--- src/design/svx_pkg.sv ---
`timescale 1ns / 1ps
// Shared types, command and error codes and width helpers for the stack VM execute unit.
// Used by every module of the block except svx_div; depends on nothing.
package svx_pkg;

    localparam logic [5:0] CMD_PUSH_IMM = 6'd0;
    localparam logic [5:0] CMD_PUSH_REG = 6'd1;
    localparam logic [5:0] CMD_POP_REG  = 6'd2;
    localparam logic [5:0] CMD_DUP      = 6'd3;
    localparam logic [5:0] CMD_SWAP     = 6'd4;
    localparam logic [5:0] CMD_DROP     = 6'd5;
    localparam logic [5:0] CMD_SELECT   = 6'd6;
    localparam logic [5:0] CMD_ADD      = 6'd7;
    localparam logic [5:0] CMD_SUB      = 6'd8;
    localparam logic [5:0] CMD_MUL      = 6'd9;
    localparam logic [5:0] CMD_UDIV     = 6'd10;
    localparam logic [5:0] CMD_UREM     = 6'd11;
    localparam logic [5:0] CMD_SDIV     = 6'd12;
    localparam logic [5:0] CMD_SREM     = 6'd13;
    localparam logic [5:0] CMD_AND      = 6'd14;
    localparam logic [5:0] CMD_OR       = 6'd15;
    localparam logic [5:0] CMD_XOR      = 6'd16;
    localparam logic [5:0] CMD_NOT      = 6'd17;
    localparam logic [5:0] CMD_SHL      = 6'd18;
    localparam logic [5:0] CMD_LSHR     = 6'd19;
    localparam logic [5:0] CMD_ASHR     = 6'd20;
    localparam logic [5:0] CMD_EQ       = 6'd21;
    localparam logic [5:0] CMD_NE       = 6'd22;
    localparam logic [5:0] CMD_ULT      = 6'd23;
    localparam logic [5:0] CMD_ULE      = 6'd24;
    localparam logic [5:0] CMD_UGT      = 6'd25;
    localparam logic [5:0] CMD_UGE      = 6'd26;
    localparam logic [5:0] CMD_SLT      = 6'd27;
    localparam logic [5:0] CMD_SLE      = 6'd28;
    localparam logic [5:0] CMD_SGT      = 6'd29;
    localparam logic [5:0] CMD_SGE      = 6'd30;
    localparam logic [5:0] CMD_SEXT     = 6'd31;
    localparam logic [5:0] CMD_TRUNC    = 6'd32;
    localparam logic [5:0] CMD_TEST     = 6'd33;
    localparam logic [5:0] CMD_RET      = 6'd34;
    localparam logic [5:0] CMD_NOP      = 6'd35;

    localparam logic [2:0] ERR_NONE      = 3'd0;
    localparam logic [2:0] ERR_UNDERFLOW = 3'd1;
    localparam logic [2:0] ERR_OVERFLOW  = 3'd2;
    localparam logic [2:0] ERR_WIDTH     = 3'd3;
    localparam logic [2:0] ERR_UNKNOWN   = 3'd4;

    localparam logic [2:0] KIND_NOP    = 3'd0;
    localparam logic [2:0] KIND_PUSH   = 3'd1;
    localparam logic [2:0] KIND_DUP    = 3'd2;
    localparam logic [2:0] KIND_SWAP   = 3'd3;
    localparam logic [2:0] KIND_UNARY  = 3'd4;
    localparam logic [2:0] KIND_BINARY = 3'd5;
    localparam logic [2:0] KIND_SELECT = 3'd6;
    localparam logic [2:0] KIND_POP    = 3'd7;

    typedef struct packed {
        logic [5:0]  cmd;
        logic [6:0]  width;
        logic [63:0] imm;
        logic [3:0]  reg_index;
        logic [1:0]  npop;
        logic [1:0]  nres;
        logic [2:0]  kind;
        logic [2:0]  err;
    } svx_op_t;

    function automatic logic [63:0] width_mask(input logic [6:0] w);
        logic [63:0] m;
        if (w >= 7'd64)
            m = '1;
        else
            m = (64'd1 << w) - 64'd1;
        return m;
    endfunction

    function automatic logic [63:0] sign_ext(input logic [63:0] v, input logic [6:0] w);
        logic [63:0] m;
        logic [6:0]  wm1;
        m   = width_mask(w);
        wm1 = w - 7'd1;
        return v[wm1[5:0]] ? (v | ~m) : (v & m);
    endfunction

endpackage

--- src/design/svx_front.sv ---
`timescale 1ns / 1ps
// Front end: takes input transfers and classifies each command (pops, pushes, early errors).
// Depends on svx_pkg.
module svx_front
(
    input  logic               s_axis_tvalid,
    output logic               s_axis_tready,
    input  logic [79:0]        s_axis_tdata,
    input  logic [5:0]         s_axis_tuser,
    output logic               q_valid,
    input  logic               q_ready,
    output svx_pkg::svx_op_t   q_op
);

    logic [5:0] cmd;
    logic [6:0] w;
    logic       need_w;

    assign cmd           = s_axis_tuser;
    assign w             = s_axis_tdata[6:0];
    assign s_axis_tready = q_ready;
    assign q_valid       = s_axis_tvalid;

    always_comb
    begin
        q_op           = '0;
        q_op.cmd       = cmd;
        q_op.width     = w;
        q_op.imm       = s_axis_tdata[70:7];
        q_op.reg_index = s_axis_tdata[74:71];
        q_op.err       = svx_pkg::ERR_NONE;
        need_w         = 1'b0;
        unique case (cmd) inside
            svx_pkg::CMD_PUSH_IMM, svx_pkg::CMD_PUSH_REG:
            begin
                q_op.nres = 2'd1;
                q_op.kind = svx_pkg::KIND_PUSH;
            end
            svx_pkg::CMD_POP_REG, svx_pkg::CMD_DROP, svx_pkg::CMD_TEST, svx_pkg::CMD_RET:
            begin
                q_op.npop = 2'd1;
                q_op.kind = svx_pkg::KIND_POP;
            end
            svx_pkg::CMD_DUP:
            begin
                q_op.npop = 2'd1;
                q_op.nres = 2'd2;
                q_op.kind = svx_pkg::KIND_DUP;
            end
            svx_pkg::CMD_SWAP:
            begin
                q_op.npop = 2'd2;
                q_op.nres = 2'd2;
                q_op.kind = svx_pkg::KIND_SWAP;
            end
            svx_pkg::CMD_SELECT:
            begin
                q_op.npop = 2'd3;
                q_op.nres = 2'd1;
                q_op.kind = svx_pkg::KIND_SELECT;
            end
            svx_pkg::CMD_NOT, svx_pkg::CMD_SEXT, svx_pkg::CMD_TRUNC:
            begin
                q_op.npop = 2'd1;
                q_op.nres = 2'd1;
                q_op.kind = svx_pkg::KIND_UNARY;
                need_w    = 1'b1;
            end
            [svx_pkg::CMD_ADD:svx_pkg::CMD_XOR], [svx_pkg::CMD_SHL:svx_pkg::CMD_SGE]:
            begin
                q_op.npop = 2'd2;
                q_op.nres = 2'd1;
                q_op.kind = svx_pkg::KIND_BINARY;
                need_w    = 1'b1;
            end
            svx_pkg::CMD_NOP:
            begin
                q_op.kind = svx_pkg::KIND_NOP;
            end
            default:
            begin
                q_op.kind = svx_pkg::KIND_NOP;
                q_op.err  = svx_pkg::ERR_UNKNOWN;
            end
        endcase
        if (need_w && (w == 7'd0 || w > 7'd64))
            q_op.err = svx_pkg::ERR_WIDTH;
    end

endmodule

--- config.mk ---
export PLATFORM = sky130hd
export DESIGN_NAME = svx_front
export DESIGN_NICKNAME = d
export VERILOG_FILES = /design/src/design/svx_pkg.sv /design/src/design/svx_front.sv
export SDC_FILE = /design/constraint.sdc
export NUM_CORES = 1
export LEC_CHECK = 0
export BUFFER_PORTS_ARGS = -buffer_cell sky130_fd_sc_hd__buf_2
export CORE_AREA = 8 8 69 71
export DETAILED_ROUTE_END_ITERATION = 8
export DIE_AREA = 0 0 77 79
export PLACE_DENSITY_LB_ADDON = 0.15
export SYNTH_ARGS = -nofsm -noshare
export SYNTH_HDL_FRONTEND = slang
export SYNTH_SLANG_ARGS = --single-unit
--- constraint.sdc ---
create_clock -name vclk -period 1.95
set_input_delay 0.195 -clock vclk [all_inputs]
set_output_delay 0.195 -clock vclk [all_outputs]
set_load 0.05 [all_outputs]
==> results by group <==
Power
  – Cell leakage power: around 0.26 nW
  – Worst VDD drop: between 0.08 and 0.09 mV
  – Power per cell area: around 360 nW/µm²
  – Total power consumption of the routed design: 214 µW

Run
  – Max-capacitance violation count: 0

GRT
  – Global-route wire length before repair: between 3000 and 4000 µm
  – Global route overflow: 0
  – Via count of the first global-routing pass: ~700
  – Largest net degree at the start of global routing: 18
  – Initial antenna violation count: 0
  – Total track usage: between 6 and 7%

Clock tree
  – Number of instances resized during post-cts repair: 0
  – Number of buffers added for setup after CTS: 0
  – Total of hold buffers inserted after clock tree synthesis: 0

Finish
  – Count of sequential standard cells: 0
  – Most common library cell in the layout ignoring fill and taps: sky130_fd_sc_hd__buf_2
  – Number of inserted filler cells in the final layout: 466
  – Combined area of the multi-input logic cells: between 300 and 400 µm²
  – Layout overhead on the synthesized area: -38.3%
  – Share of final-layout standard cells stronger than drive strength 1: roughly half
  – Post-route standard cell area excluding fillers: about 600 µm²
  – Sequential cell area: 0 µm²
  – Final nets: 176
  – Commonest non-fill, non-tap cells in the layout: sky130_fd_sc_hd__buf_2, sky130_fd_sc_hd__nor2_1, sky130_fd_sc_hd__o21ai_0, sky130_fd_sc_hd__buf_4
  – Layout clock buffer count: 0
  – Ant. Diodes: 0

Setup path
  – Crit path launch type: primary input
  – Worst EP arrival: 1.67 ns
  – First element of the critical path: s_axis_tdata[1]
  – Kind of end point of the critical path: output pin
  – Largest driver fanout on the critical path: 2
  – Worst setup path class: primary input to output pin
  – Crit-path slowest cell: sky130_fd_sc_hd__or4_4
  – Chain of cells forming the critical path: buf_2 -> or4_4 -> or4_1 -> a2bb2oi_2 -> buf_2
  – Cell with the most instances on the worst path: sky130_fd_sc_hd__buf_2
  – Crit-path max cell delay: roughly 0.52 ns
  – Endpoint required time on the critical path: approximately 1.8 ns

Placement
  – Port Buffer Count: 36
  – Hpwl dp: ~1900 µm
  – Placed Area: between 500 and 600 µm²
  – Gpl congestion: about 0.66

Detailed routing
  – Iter 0 DRT Violations: 35
  – Via density per instance: between 4 and 5
  – DR WL/cell: 17.6 µm
  – Vias after detailed routing: about 640
  – Number of detailed-route iterations in the first pass: 4
  – DRC Markers: 0
  – Final antenna-violating net count: 0
  – Wirelength, routed: approximately 2400 µm

Min path
  – Depth of the worst hold-timing path: 0
  – Sink of the worst hold path: q_op[18]
  – Hold/Removal Path Class: primary input to output pin
  – Hold Startpoint: s_axis_tdata[11]

Logic synthesis
  – Cell type contributing the most total cell area after synthesis: sky130_fd_sc_hd__buf_4
  – Share of synthesized area occupied by flip-flops and latches: 0%
  – Top cells by area, synth: sky130_fd_sc_hd__buf_4, sky130_fd_sc_hd__o21ai_0, sky130_fd_sc_hd__clkbuf_1
  – Synthesized instance count: approximately 140
  – Number of warnings printed during yosys synthesis: 0
  – Average cell area after synthesis: around 7.0 µm²
  – Synthesized cell area: 958 µm²
  – Top cell type's share of synthesized area: 65.8%
  – Count of cell types in the netlist: 29
  – Synthesized net count: roughly 230

Timing
  – Final worst path period share: 95.8%
  – Setup Viol. Count Final: 0
  – Slew at the pin closest to its max-slew limit: 0.353 ns
  – Unrepaired setup endpoints after global routing: false
  – Worst hold slack: slightly below 0.4 ns
  – Clock period minus final worst setup slack: about 1.9 ns
  – Maximum clock frequency: between 500 and 600 MHz
  – Max-slew violation count: 0
  – Relative slew slack: about three quarters
  – Final hold violation count: 0

Floorplan
  – Total number of placement rows: 23
  – Vertical extent of the die: 79 µm
  – Die footprint: about 6100 µm²
  – Chip width: approximately 77 µm
  – Core box area: around 3800 µm²
  – Starting density of the core: roughly 25%
  – Top Ports: about 180

Outcome
  – Outcome: finished, final reports clean
synthesized netlist by cell type (2+ instances only):
master and instances:
sky130_fd_sc_hd__buf_4 84, sky130_fd_sc_hd__clkbuf_1 7, sky130_fd_sc_hd__o21ai_0 6, sky130_fd_sc_hd__nor2_1 4, sky130_fd_sc_hd__a211oi_1 3, sky130_fd_sc_hd__a21oi_1 3, sky130_fd_sc_hd__nand3_1 3, sky130_fd_sc_hd__and4_1 2
sky130_fd_sc_hd__nand2_1 2, sky130_fd_sc_hd__nand2b_1 2, sky130_fd_sc_hd__nor4b_1 2, sky130_fd_sc_hd__xor2_1 2
worst max-delay path, delay by kind of cell:
family | cells | cell delay [ns]
AOI/OAI and AO/OA | 1 | 0.15
buffers and inverters | 2 | 0.38
and+or+nand+nor | 2 | 0.94
kinds of logic (layout without fill, tap and decap cells):
kind of cell | count (synthesis) | after routing | share of synthesized area [%]
adders and majority gates | 1 | 1 | 1.04
AOI/OAI and AO/OA | 18 | 18 | 12.0
and+or+nand+nor | 25 | 25 | 16.6
xor gates and xnor gates | 2 | 2 | 1.83
buffers and inverters | 91 | 40 | 68.5
layer usage:
layer,wire (µm),GRT usage [%]
met5,0,0
met3,437,5.19
met4,187,5.28
met2,888,10.0
met1,876,6.78
worst max path at each step:
| stage | endpoint |
|---|---|
| finish | q_op[0] |
| global route | q_op[0] |
| CTS | q_op[1] |
| detailed placement | q_op[1] |
| global placement | q_op[0] |
| floorplan | q_op[1] |
metrics by stage:
stage | cells | setup WS (ns) | TNS (ns) | utilization, %
2_1_floorplan | 137 | -0.206 | -0.206 | -
3_3_place_gp | 136 | 0.0882 | 0 | 15.6
3_5_place_dp | 136 | 0.0661 | 0 | 15.6
4_1_cts | 136 | 0.0624 | 0 | 15.6
5_1_grt | 136 | 0.0259 | 0 | 15.6
6_report | 136 | 0.0828 | 0 | 15.6
report_power, final:
part | switching, mW | total (mW) | internal, mW
clock network | 0 | 0 | 0
registers | 0 | 0 | 0
logic | 0.159 | 0.214 | 0.0547
area by class of cell:
class,count,area share (%)
repair buffers,40,35.5
multi-input cells,46,53.9
well taps,50,10.6
No activity file was read; power rests on OpenSTA's default activity.
