`src/design/svx_pkg.sv`:
```
`timescale 1ns / 1ps
// Shared types, command and error codes and width helpers for the stack VM execute unit.
// Used by every module of the block except svx_div; depends on nothing.
package svx_pkg;

    localparam logic [5:0] CMD_PUSH_IMM = 6'd0;
    localparam logic [5:0] CMD_PUSH_REG = 6'd1;
    localparam logic [5:0] CMD_POP_REG  = 6'd2;
    localparam logic [5:0] CMD_DUP      = 6'd3;
    localparam logic [5:0] CMD_SWAP     = 6'd4;
    localparam logic [5:0] CMD_DROP     = 6'd5;
    localparam logic [5:0] CMD_SELECT   = 6'd6;
    localparam logic [5:0] CMD_ADD      = 6'd7;
    localparam logic [5:0] CMD_SUB      = 6'd8;
    localparam logic [5:0] CMD_MUL      = 6'd9;
    localparam logic [5:0] CMD_UDIV     = 6'd10;
    localparam logic [5:0] CMD_UREM     = 6'd11;
    localparam logic [5:0] CMD_SDIV     = 6'd12;
    localparam logic [5:0] CMD_SREM     = 6'd13;
    localparam logic [5:0] CMD_AND      = 6'd14;
    localparam logic [5:0] CMD_OR       = 6'd15;
    localparam logic [5:0] CMD_XOR      = 6'd16;
    localparam logic [5:0] CMD_NOT      = 6'd17;
    localparam logic [5:0] CMD_SHL      = 6'd18;
    localparam logic [5:0] CMD_LSHR     = 6'd19;
    localparam logic [5:0] CMD_ASHR     = 6'd20;
    localparam logic [5:0] CMD_EQ       = 6'd21;
    localparam logic [5:0] CMD_NE       = 6'd22;
    localparam logic [5:0] CMD_ULT      = 6'd23;
    localparam logic [5:0] CMD_ULE      = 6'd24;
    localparam logic [5:0] CMD_UGT      = 6'd25;
    localparam logic [5:0] CMD_UGE      = 6'd26;
    localparam logic [5:0] CMD_SLT      = 6'd27;
    localparam logic [5:0] CMD_SLE      = 6'd28;
    localparam logic [5:0] CMD_SGT      = 6'd29;
    localparam logic [5:0] CMD_SGE      = 6'd30;
    localparam logic [5:0] CMD_SEXT     = 6'd31;
    localparam logic [5:0] CMD_TRUNC    = 6'd32;
    localparam logic [5:0] CMD_TEST     = 6'd33;
    localparam logic [5:0] CMD_RET      = 6'd34;
    localparam logic [5:0] CMD_NOP      = 6'd35;

    localparam logic [2:0] ERR_NONE      = 3'd0;
    localparam logic [2:0] ERR_UNDERFLOW = 3'd1;
    localparam logic [2:0] ERR_OVERFLOW  = 3'd2;
    localparam logic [2:0] ERR_WIDTH     = 3'd3;
    localparam logic [2:0] ERR_UNKNOWN   = 3'd4;

    localparam logic [2:0] KIND_NOP    = 3'd0;
    localparam logic [2:0] KIND_PUSH   = 3'd1;
    localparam logic [2:0] KIND_DUP    = 3'd2;
    localparam logic [2:0] KIND_SWAP   = 3'd3;
    localparam logic [2:0] KIND_UNARY  = 3'd4;
    localparam logic [2:0] KIND_BINARY = 3'd5;
    localparam logic [2:0] KIND_SELECT = 3'd6;
    localparam logic [2:0] KIND_POP    = 3'd7;

    typedef struct packed {
        logic [5:0]  cmd;
        logic [6:0]  width;
        logic [63:0] imm;
        logic [3:0]  reg_index;
        logic [1:0]  npop;
        logic [1:0]  nres;
        logic [2:0]  kind;
        logic [2:0]  err;
    } svx_op_t;

    function automatic logic [63:0] width_mask(input logic [6:0] w);
        logic [63:0] m;
        if (w >= 7'd64)
            m = '1;
        else
            m = (64'd1 << w) - 64'd1;
        return m;
    endfunction

    function automatic logic [63:0] sign_ext(input logic [63:0] v, input logic [6:0] w);
        logic [63:0] m;
        logic [6:0]  wm1;
        m   = width_mask(w);
        wm1 = w - 7'd1;
        return v[wm1[5:0]] ? (v | ~m) : (v & m);
    endfunction

endpackage

```
`src/design/svx_queue.sv`:
```
`timescale 1ns / 1ps
// Two-entry queue of classified commands between the front end and the execute back end.
// Depends on svx_pkg.
module svx_queue
(
    input  logic               clk,
    input  logic               rst_n,
    input  logic               in_valid,
    output logic               in_ready,
    input  svx_pkg::svx_op_t   in_op,
    output logic               out_valid,
    input  logic               out_ready,
    output svx_pkg::svx_op_t   out_op
);

    svx_pkg::svx_op_t entries [2];
    logic       wr_ptr_reg, wr_ptr_next;
    logic       rd_ptr_reg, rd_ptr_next;
    logic [1:0] count_reg, count_next;
    logic       push, pop;

    assign in_ready  = (count_reg != 2'd2);
    assign out_valid = (count_reg != 2'd0);
    assign out_op    = entries[rd_ptr_reg];
    assign push      = in_valid && in_ready;
    assign pop       = out_valid && out_ready;

    always_comb
    begin
        wr_ptr_next = push ? ~wr_ptr_reg : wr_ptr_reg;
        rd_ptr_next = pop ? ~rd_ptr_reg : rd_ptr_reg;
        count_next  = count_reg + {1'b0, push} - {1'b0, pop};
    end

    always_ff @(posedge clk)
    begin
        if (push)
            entries[wr_ptr_reg] <= in_op;
    end

    always_ff @(posedge clk or negedge rst_n)
    begin
        if (!rst_n)
        begin
            wr_ptr_reg <= 1'b0;
            rd_ptr_reg <= 1'b0;
            count_reg  <= 2'd0;
        end
        else
        begin
            wr_ptr_reg <= wr_ptr_next;
            rd_ptr_reg <= rd_ptr_next;
            count_reg  <= count_next;
        end
    end

endmodule

```
`config.mk`:
```
export PLATFORM = sky130hd
export DESIGN_NAME = svx_queue
export DESIGN_NICKNAME = d
export VERILOG_FILES = /design/src/design/svx_pkg.sv /design/src/design/svx_queue.sv
export SDC_FILE = /design/constraint.sdc
export NUM_CORES = 1
export LEC_CHECK = 0
export BUFFER_PORTS_ARGS = -buffer_cell sky130_fd_sc_hd__buf_4
export CAP_MARGIN = 10
export CORE_UTILIZATION = 38
export CTS_CLUSTER_SIZE = 28
export DETAILED_ROUTE_END_ITERATION = 8
export GPL_ROUTABILITY_DRIVEN = 0
export SYNTH_ARGS = -nofsm -noshare
export SYNTH_HDL_FRONTEND = slang
export SYNTH_SLANG_ARGS = --single-unit
```
`constraint.sdc`:
```
create_clock -name clk -period 14.05 [get_ports clk]
set_input_delay 0 -clock clk [delete_from_list [all_inputs] [get_ports clk]]
set_output_delay 0 -clock clk [all_outputs]
set_load 0.005 [all_outputs]
```
==> results.cfg, run 1 <==
[global_route]
grt_max_degree = 72
grt_antenna_before_repair = 0
grt_overflow = 0
grt_util_all_layers = 0.1413
grt_first_pass_wirelength_um = 20610
first_global_vias = 4099

[flow_run]
max_cap_violations = 0

[layout]
mostFrequentLayoutCells = buf_4, edfxtp_1, dlygate4sd3_1, mux2_4, clkbuf_16
postLayoutCoreUtil = 0.5658
syn2layout_area_growth_pct = 43.83
final-seq-area_um2 = 5569
multi_input_area_um2 = 1430
largest_register_ffs = 182
fin_nets = 691
diodes = 0
stdcell_area_um2 = 10300
drive_above_1_share = 0.5206
layout_commonest_cell = buf_4
nFillCells = 1402

[die]
dieArea_um2 = 19400
start_util = 0.3934
pin_count = 188
dieWidth_um = 139.3
core_area_um2 = 18210
die_y_um = 139.3
num_rows = 49

[routing]
drt_first_pass_iters = 4
wl_met1_um = 5332
top_layer = met4
wire_per_inst_um = 15.71
route.antenna.remaining_nets = 0
drcViolationCount = 0
drtIter0Drc = 163
drt-total-wl_um = 13130
viasPerCell = 4.447
wl_met2_um = 6902
wl_met3_um = 762
via_count = 3718

[sta]
setup_viol = 0
fin_ws_ns = 11.30
hold_viol = 0
fin_crit_sh = 0.1958
finalSetupTns_ns = 0
tightestPinTransition_ns = 1.013
relSlewSlack = 0.3246
slew_violations = 0
clock.fmax_ghz = 0.3635
rsz0062_at_grt = no
period_needed_ns = 2.751
fin_skew_ns = 0.008720

[clocking]
cts_htree_levels = 4
clk_pin_slew_ns = 0.07
cts_buffers = 17
clk_path_buf_depth = 2
cts-root-buf = clkbuf_16
tritoncts = yes
clk_latency_ns = 0.42
cts_sinks = 186
cts.repair.resized = 0

[outcome]
status = complete, no violations

[place]
post_dp_cell_area_um2 = 8716
dp_hpwl_um = 8175
io_buffers = 187
pre_cts_ws_ns = 11.50

[worst_setup_path]
slowest_stage = dfrtp_4
crit_family = flip-flops
critPathRequiredTime_ns = 14.05
cp_max_fo = 47
worstRegToRegCells = 4
crit_arrival_ns = 2.75
path_cells = buf_4 -> mux2_2 -> buf_4
reg2reg_slack_ns = 11.54
crit_buf_inv = 2
startpoint_type = flop
cp_common_cell = buf_4
end_kind = output pin
r2r-start = count_reg[0]
slowest_delay_ns = 0.98
path_class = flop to output pin
r2r_end = entries[0][31]

[logic_synthesis]
ys_seq_elements = 186
synth_nets = 397
synthMuxAreaShare = 0.1850
syn-cell-area_um2 = 7163
avgSynthCellArea_um2 = 23.88
synth_cell_types = 17
synth-xor-area-share = 0.004891
yosys.area_share.adder = 0.003493
synth_compound_area_frac = 0
synth_cells = 300
yosysSeqAreaShare = 0.7769
synth_simple_gate_area_frac = 0.004541
synth_warnings = 0
synth_top_family_by_area = multiplexers

[hold_path]
min_path_cells = 2
holdCritStartpoint = in_op[81]
min-delay-path-class = input pin to flop
hold_end = entries[0][81]

[pwr]
power.density_nw_per_um2 = 188.5
p_leak_uw = 0.004104
peakVddDrop_uv = 144.0
Yosys cell counts, drive strengths merged:
| library cell | count | area, um2 |
|---|---|---|
| buf | 10 | 176.4 |
| and2 | 1 | 6.260 |
| dfrtp | 4 | 100.1 |
| nand2b | 1 | 6.260 |
| ha | 2 | 25.02 |
| and3 | 1 | 6.260 |
| edfxtp | 182 | 5465 |
| nand2 | 1 | 3.750 |
| nor2 | 1 | 3.750 |
| inv | 1 | 3.750 |
| xnor2 | 3 | 26.28 |
| mux2 | 91 | 1325 |
| xor2 | 1 | 8.760 |
| or2 | 1 | 6.260 |
final cells by class:
type,instances,share of cell area
Tap cell,229,0.02781
Clock buffer,17,0.04129
Timing Repair Buffer,285,0.2308
Inverter,1,0.0003643
Multi-Input combinational cell,103,0.1388
Clock inverter,15,0.02040
Sequential cell,186,0.5406
logic make-up after synthesis:
logic type | count (synthesis)
buffers and inverters | 11
flip-flops | 186
XOR/XNOR | 4
adder cells (fa/ha/maj) | 2
AND/OR/NAND/NOR | 6
multiplexers | 91
worst max path at each step:
stage | start | to | slack [ns] | depth (start not counted)
4_1_cts | rd_ptr_reg | out_op[0] | 11.17 | 3
6_report | rd_ptr_reg | out_op[0] | 11.30 | 3
2_1_floorplan | count_reg[1] | entries[0][0] | 9.10 | 3
3_5_place_dp | count_reg[1] | entries[0][24] | 11.50 | 4
5_1_grt | rd_ptr_reg | out_op[0] | 11.11 | 3
3_3_place_gp | count_reg[1] | entries[0][24] | 11.57 | 4
stage by stage:
step | power, uW | hold slack [ns] | cells
2_1_floorplan | 1213 | -0.2956 | 300
3_5_place_dp | 1442 | -0.1995 | 709
5_1_grt | 2036 | 0.2806 | 836
3_3_place_gp | 1429 | -0.1983 | 709
6_report | 1942 | 0.3006 | 836
4_1_cts | 1975 | 0.2788 | 836
where the power goes:
part | internal (uW) | switching (uW) | leakage (uW)
Clock | 302 | 205 | 0.000311
Combinational | 377 | 231 | 0.00206
Sequential | 761 | 65.3 | 0.00174
per-layer routing:
| metal | global-route usage | vias up |
|---|---|---|
| met2 | 0.2491 | 112 |
| met3 | 0.04749 | 9 |
| met5 | 0 | - |
| li1 | - | 1781 |
| met4 | 0.05263 | 0 |
| met1 | 0.1582 | 1816 |
repair_timing:
| action | 4_1_cts | 5_1_grt |
|---|---|---|
| hold buffers | 95 | 0 |
| setup buffers | 0 | 0 |
| endpoints found under the hold margin | 188 | 0 |
Note: power is estimated with default switching activity, not from simulation.
==> inputs of run 2 (changes only) <==
--- a/config.mk
+++ b/config.mk
@@ -5,6 +5,7 @@
 export SDC_FILE = /design/constraint.sdc
 export NUM_CORES = 1
 export LEC_CHECK = 0
+export ABC_AREA = 1
 export BUFFER_PORTS_ARGS = -buffer_cell sky130_fd_sc_hd__buf_4
 export CAP_MARGIN = 10
 export CORE_UTILIZATION = 38
==> constraint.sdc (replaced) <==
create_clock -name clk -period 2.3 [get_ports clk]
set_input_delay 0 -clock clk [delete_from_list [all_inputs] [get_ports clk]]
set_output_delay 0 -clock clk [all_outputs]
set_load 0.005 [all_outputs]
==> run 2 against run 1 <==
Clock-buffer cell count up 1. Sequential power rose to 5.8 times the previous value. Utilization up 0.86 points. Worst hold slack worse by 0.0010 ns. Critical endpoint is now out_op[38].
==> results.cfg, run 2 <==
[layout]
fin_nets = 892
mostFrequentLayoutCells = nand2_1, buf_4, edfxtp_1, dlygate4sd3_1, clkbuf_16
layout_commonest_cell = nand2_1
postLayoutCoreUtil = 0.5744
nFillCells = 1417
drive_above_1_share = 0.2834
stdcell_area_um2 = 10040
largest_register_ffs = 182
syn2layout_area_growth_pct = 45.66
diodes = 0

[die]
dieArea_um2 = 18680
num_rows = 48
core_area_um2 = 17480
dieWidth_um = 136.7
pin_count = 188
start_util = 0.3943
die_y_um = 136.7

[place]
post_dp_cell_area_um2 = 8529
io_buffers = 187
dp_hpwl_um = 9022

[routing]
route.antenna.remaining_nets = 0
wire_per_inst_um = 14.53
drt-total-wl_um = 15010
drtIter0Drc = 204
viasPerCell = 4.505
via_count = 4654
drt_first_pass_iters = 6
drcViolationCount = 0

[logic_synthesis]
syn-cell-area_um2 = 6892
synth_edf_count = 182
synth_top_area_cell = edfxtp_1
avgSynthCellArea_um2 = 13.59
ys_async_sr_fraction = 0.02151
synth_cell_types = 11
ys_seq_elements = 186
synth_warnings = 0
synth_cells = 507
synth_top_area_frac = 0.7930
synth_common_cells = nand2_1, edfxtp_1, buf_4
synth_nets = 604
yosysSeqAreaShare = 0.8076
yosys.cell_count.top_type = nand2_1
synth_area_leaders = edfxtp_1, nand2_1, dfrtp_1, buf_6, buf_4
synth-main-ff-cell = edfxtp_1

[sta]
relSlewSlack = 0.6600
tightestPinTransition_ns = 0.5100
rsz0062_at_grt = no
fin_crit_sh = 0.7543
fin_skew_ns = 0.006281
slew_violations = 0
hold_viol = 0
clock.fmax_ghz = 0.5764
period_needed_ns = 1.735
setup_viol = 0

[pwr]
power.density_nw_per_um2 = 1138
p_sw_frac = 0.3056
peakVddDrop_uv = 580.8
comb_power_share = 0.338
pwr-share-seq = 0.420
intPower_uw = 7935
p_leak_uw = 0.004267
clkPwrFrac = 0.242
switchingPower_uw = 3492

[clocking]
clk_pin_slew_ns = 0.07
cts_buffers = 17
clk_path_buf_depth = 2
cts_sinks = 186
cts.repair.resized = 0
tritoncts = yes
cts_setup_buffers = 0
cts-root-buf = clkbuf_16
clk_latency_ns = 0.42
cts_htree_levels = 4
ctsHoldBuffers = 95

[outcome]
status = complete, no violations

[global_route]
first_global_vias = 4798
grt_util_all_layers = 0.1655
grt_first_pass_wirelength_um = 22970
grt_max_degree = 93
grt_overflow = 0
grt_antenna_before_repair = 0

[worst_setup_path]
startpoint_type = flop
crit_family = buffers and inverters
slowest_stage = dfrtp_4
worstRegToRegCells = 5
reg2reg_slack_ns = 0.71
path_cells = inv_2 -> buf_4 -> nand2_1 -> nand2_1 -> buf_4
r2r-start = count_reg[0]
slowest_delay_ns = 0.49
r2r_end = entries[1][64]
cp_max_fo = 41
end_kind = output pin
crit_buf_inv = 3
path_class = flop to output pin
critPathRequiredTime_ns = 2.30
crit_arrival_ns = 1.73

[hold_path]
hold_end = entries[1][27]
holdCritStartpoint = in_op[27]
min-delay-path-class = input pin to flop
min_path_cells = 2

[flow_run]
max_cap_violations = 0
-- run 2: power groups by stage --
stage	Clock, uW	Combinational [uW]	Sequential (uW)
after floorplan	0	1900	4850
after CTS	2840	3950	4800
after global placement	0	3760	4840
after global routing	2990	4290	4860
after detailed placement	0	3810	4870
final	2770	3860	4800
-- run 2: worst max path at each step --
stage / to / cells after the start / startpoint / slack (ns)
after floorplan: entries[1][0] / 3 / count_reg[1] / -0.04
after global placement: entries[1][23] / 5 / count_reg[0] / 0.76
after detailed placement: entries[1][23] / 5 / count_reg[0] / 0.73
after CTS: out_op[34] / 5 / rd_ptr_reg / 0.52
after global routing: out_op[34] / 5 / rd_ptr_reg / 0.44
final: out_op[38] / 5 / rd_ptr_reg / 0.57
-- run 2: cells by family after synthesis --
| group | share of synthesized area |
|---|---|
| adders and majority gates | 0.003631 |
| buffers and inverters | 0.03032 |
| DFF | 0.8076 |
| and+or+nand+nor | 0.1585 |
-- run 2: metal layers --
metal	wire, um	GRT usage
met2	7802	0.2961
met5	0	0
met4	348	0.07840
met3	857	0.05185
met1	6005	0.1765
-- run 2: cell type report --
class	count	area [um2]	share of cell area
Tap cell	225	281.5	0.02804
Timing Repair Buffer	289	2457	0.2448
Inverter	9	37.54	0.003739
Clock buffer	18	429.2	0.04275
Multi-Input combinational cell	292	1135	0.1130
Sequential cell	186	5569	0.5548
Clock inverter	14	128.9	0.01284
-- run 2: per-stage QoR --
step                      power, uW  hold WS (ns)  setup WS (ns)  cells  setup TNS (ns)
after floorplan                6753       -0.2956       -0.04074    507          -4.658
after global placement         8597       -0.1991         0.7593    906               0
after detailed placement       8681       -0.1982         0.7259    906               0
after CTS                     11600        0.2774         0.5194   1033               0
after global routing          12130        0.2796         0.4366   1033               0
final                         11430        0.2996         0.5651   1033               0
==> inputs of run 3 (changes only) <==
==> constraint.sdc (replaced) <==
create_clock -name clk -period 1.4 [get_ports clk]
set_input_delay 0 -clock clk [delete_from_list [all_inputs] [get_ports clk]]
set_output_delay 0 -clock clk [all_outputs]
set_load 0.005 [all_outputs]
==> run 3 against run 2 <==
The flow now finishes with violations (negative setup slack). Utilization increased by 5.6 points. First-iteration DRC count decreased by 3.9%. Flip-flop and latch count unchanged. Clock-buffer cell count increased by 1. Clock skew decreased by 0.0021 ns.
==> results.cfg, run 3 (synthesis results as in run 2) <==
[pwr]
comb_power_share = 0.422
power.density_nw_per_um2 = 1933
pwr-share-seq = 0.373
power_uw = 21300
p_leak_uw = 0.004658
intPower_uw = 14610
clkPwrFrac = 0.206
peakVddDrop_uv = 999.8
switchingPower_uw = 6692
p_sw_frac = 0.3141

[worst_setup_path]
worstRegToRegCells = 6
crit_arrival_ns = 1.67
path_class = flop to flop
cp_num_cells = 6
crit_buf_inv = 3
cp_max_fo = 10
path_cells = buf_6 -> nand2_8 -> nand2_8 -> nor2_4 -> buf_8 -> buf_4
startpoint_type = flop
slowest_stage = dfrtp_1
cp_common_cell = nand2_8
end_kind = flop
critPathRequiredTime_ns = 1.52
crit_family = buffers and inverters
slowest_delay_ns = 0.42

[die]
dieArea_um2 = 18680
core_area_um2 = 17480
die_y_um = 136.7
dieWidth_um = 136.7
pin_count = 188
num_rows = 48
start_util = 0.3943

[routing]
viasPerCell = 4.562
drt-total-wl_um = 17680
via_count = 4931
route.antenna.remaining_nets = 0
drtIter0Drc = 196
wire_per_inst_um = 16.36
drcViolationCount = 0
drt_first_pass_iters = 4

[sta]
whs_ns = 0.3022
fin_crit_sh = 1.106
clock.fmax_ghz = 0.6455
hold_viol = 0
rsz0062_at_grt = yes
period_needed_ns = 1.549
relSlewSlack = 0.8477
finalSetupTns_ns = -21.34
slew_violations = 0
fin_ws_ns = -0.1491
fin_skew_ns = 0.004134
setup_viol = 259
tightestPinTransition_ns = 0.2277

[layout]
nFillCells = 1309
drive_above_1_share = 0.3762
mostFrequentLayoutCells = nand2_1, buf_4, edfxtp_1, dlygate4sd3_1, nand2_2
largest_register_ffs = 182
postLayoutCoreUtil = 0.6307
layout_commonest_cell = nand2_1
fin_nets = 940
syn2layout_area_growth_pct = 59.93
diodes = 0

[global_route]
grt_antenna_before_repair = 0
grt_overflow = 0
grt_first_pass_wirelength_um = 23290
grt_max_degree = 44
first_global_vias = 4667
grt_util_all_layers = 0.1708

[clocking]
clk_pin_slew_ns = 0.06
cts_sinks = 186
cts_buffers = 17
cts_htree_levels = 4
clk_latency_ns = 0.42
cts-root-buf = clkbuf_16
tritoncts = yes
clk_path_buf_depth = 2

[place]
dp_hpwl_um = 9536
pre_cts_ws_ns = -0.05871
io_buffers = 187

[outcome]
violations = negative setup slack
status = finished with violations

[flow_run]
max_cap_violations = 0

[hold_path]
min_path_cells = 2
min-delay-path-class = input pin to flop
-- run 3: worst paths after layout --
check	start	to	slack, ns
worst max-delay path	count_reg[1]	entries[1][71]	-0.15
worst min-delay path	in_op[27]	entries[0][27]	0.30
worst max register to register	count_reg[1]	entries[1][71]	-0.15
worst min register to register	wr_ptr_reg	wr_ptr_reg	0.51
max in group asynchronous	rst_n	rd_ptr_reg	0.68
min in group asynchronous	rst_n	wr_ptr_reg	0.51
-- run 3: final cells by class --
cell class	instances	area (um2)	area share
multi-input combinational	292	1303	0.1182
clock buffer	19	432.9	0.03928
clock inverter	13	103.9	0.009422
sequential	186	5569	0.5053
inverter	9	50.05	0.004541
tap	225	281.5	0.02554
timing repair buffer	337	3282	0.2978
-- run 3: layer usage --
metal  GRT usage  up-vias  part of all wire
li1            -     2375                 -
met4     0.08025        0             0.020
met5           0        -                 0
met3     0.03926       27             0.044
met1      0.1948     2369              0.40
met2      0.3023      160              0.54
-- run 3: what timing repair did --
action	in CTS	in global routing
cloned	2	21
hold buffers	95	0
buffers inserted	12	10
gates resized for setup	20	66
endpoints found under the hold margin	188	0
pin swaps	6	9
endpoints found under the setup margin	174	232
-- run 3: power by group through the flow --
stage,registers [uW],logic (uW),clock network [uW]
floorplan,7970,3120,0
global placement,7960,6470,0
detailed placement,8000,6560,0
CTS,7910,7280,4480
global route,8030,9710,4650
finish,7940,8980,4390
-- run 3: per-stage QoR --
step | std cells | instance area (um2)
floorplan | 507 | 6913
global placement | 913 | 8645
detailed placement | 913 | 8645
CTS | 1054 | 10330
global route | 1081 | 11020
finish | 1081 | 11020
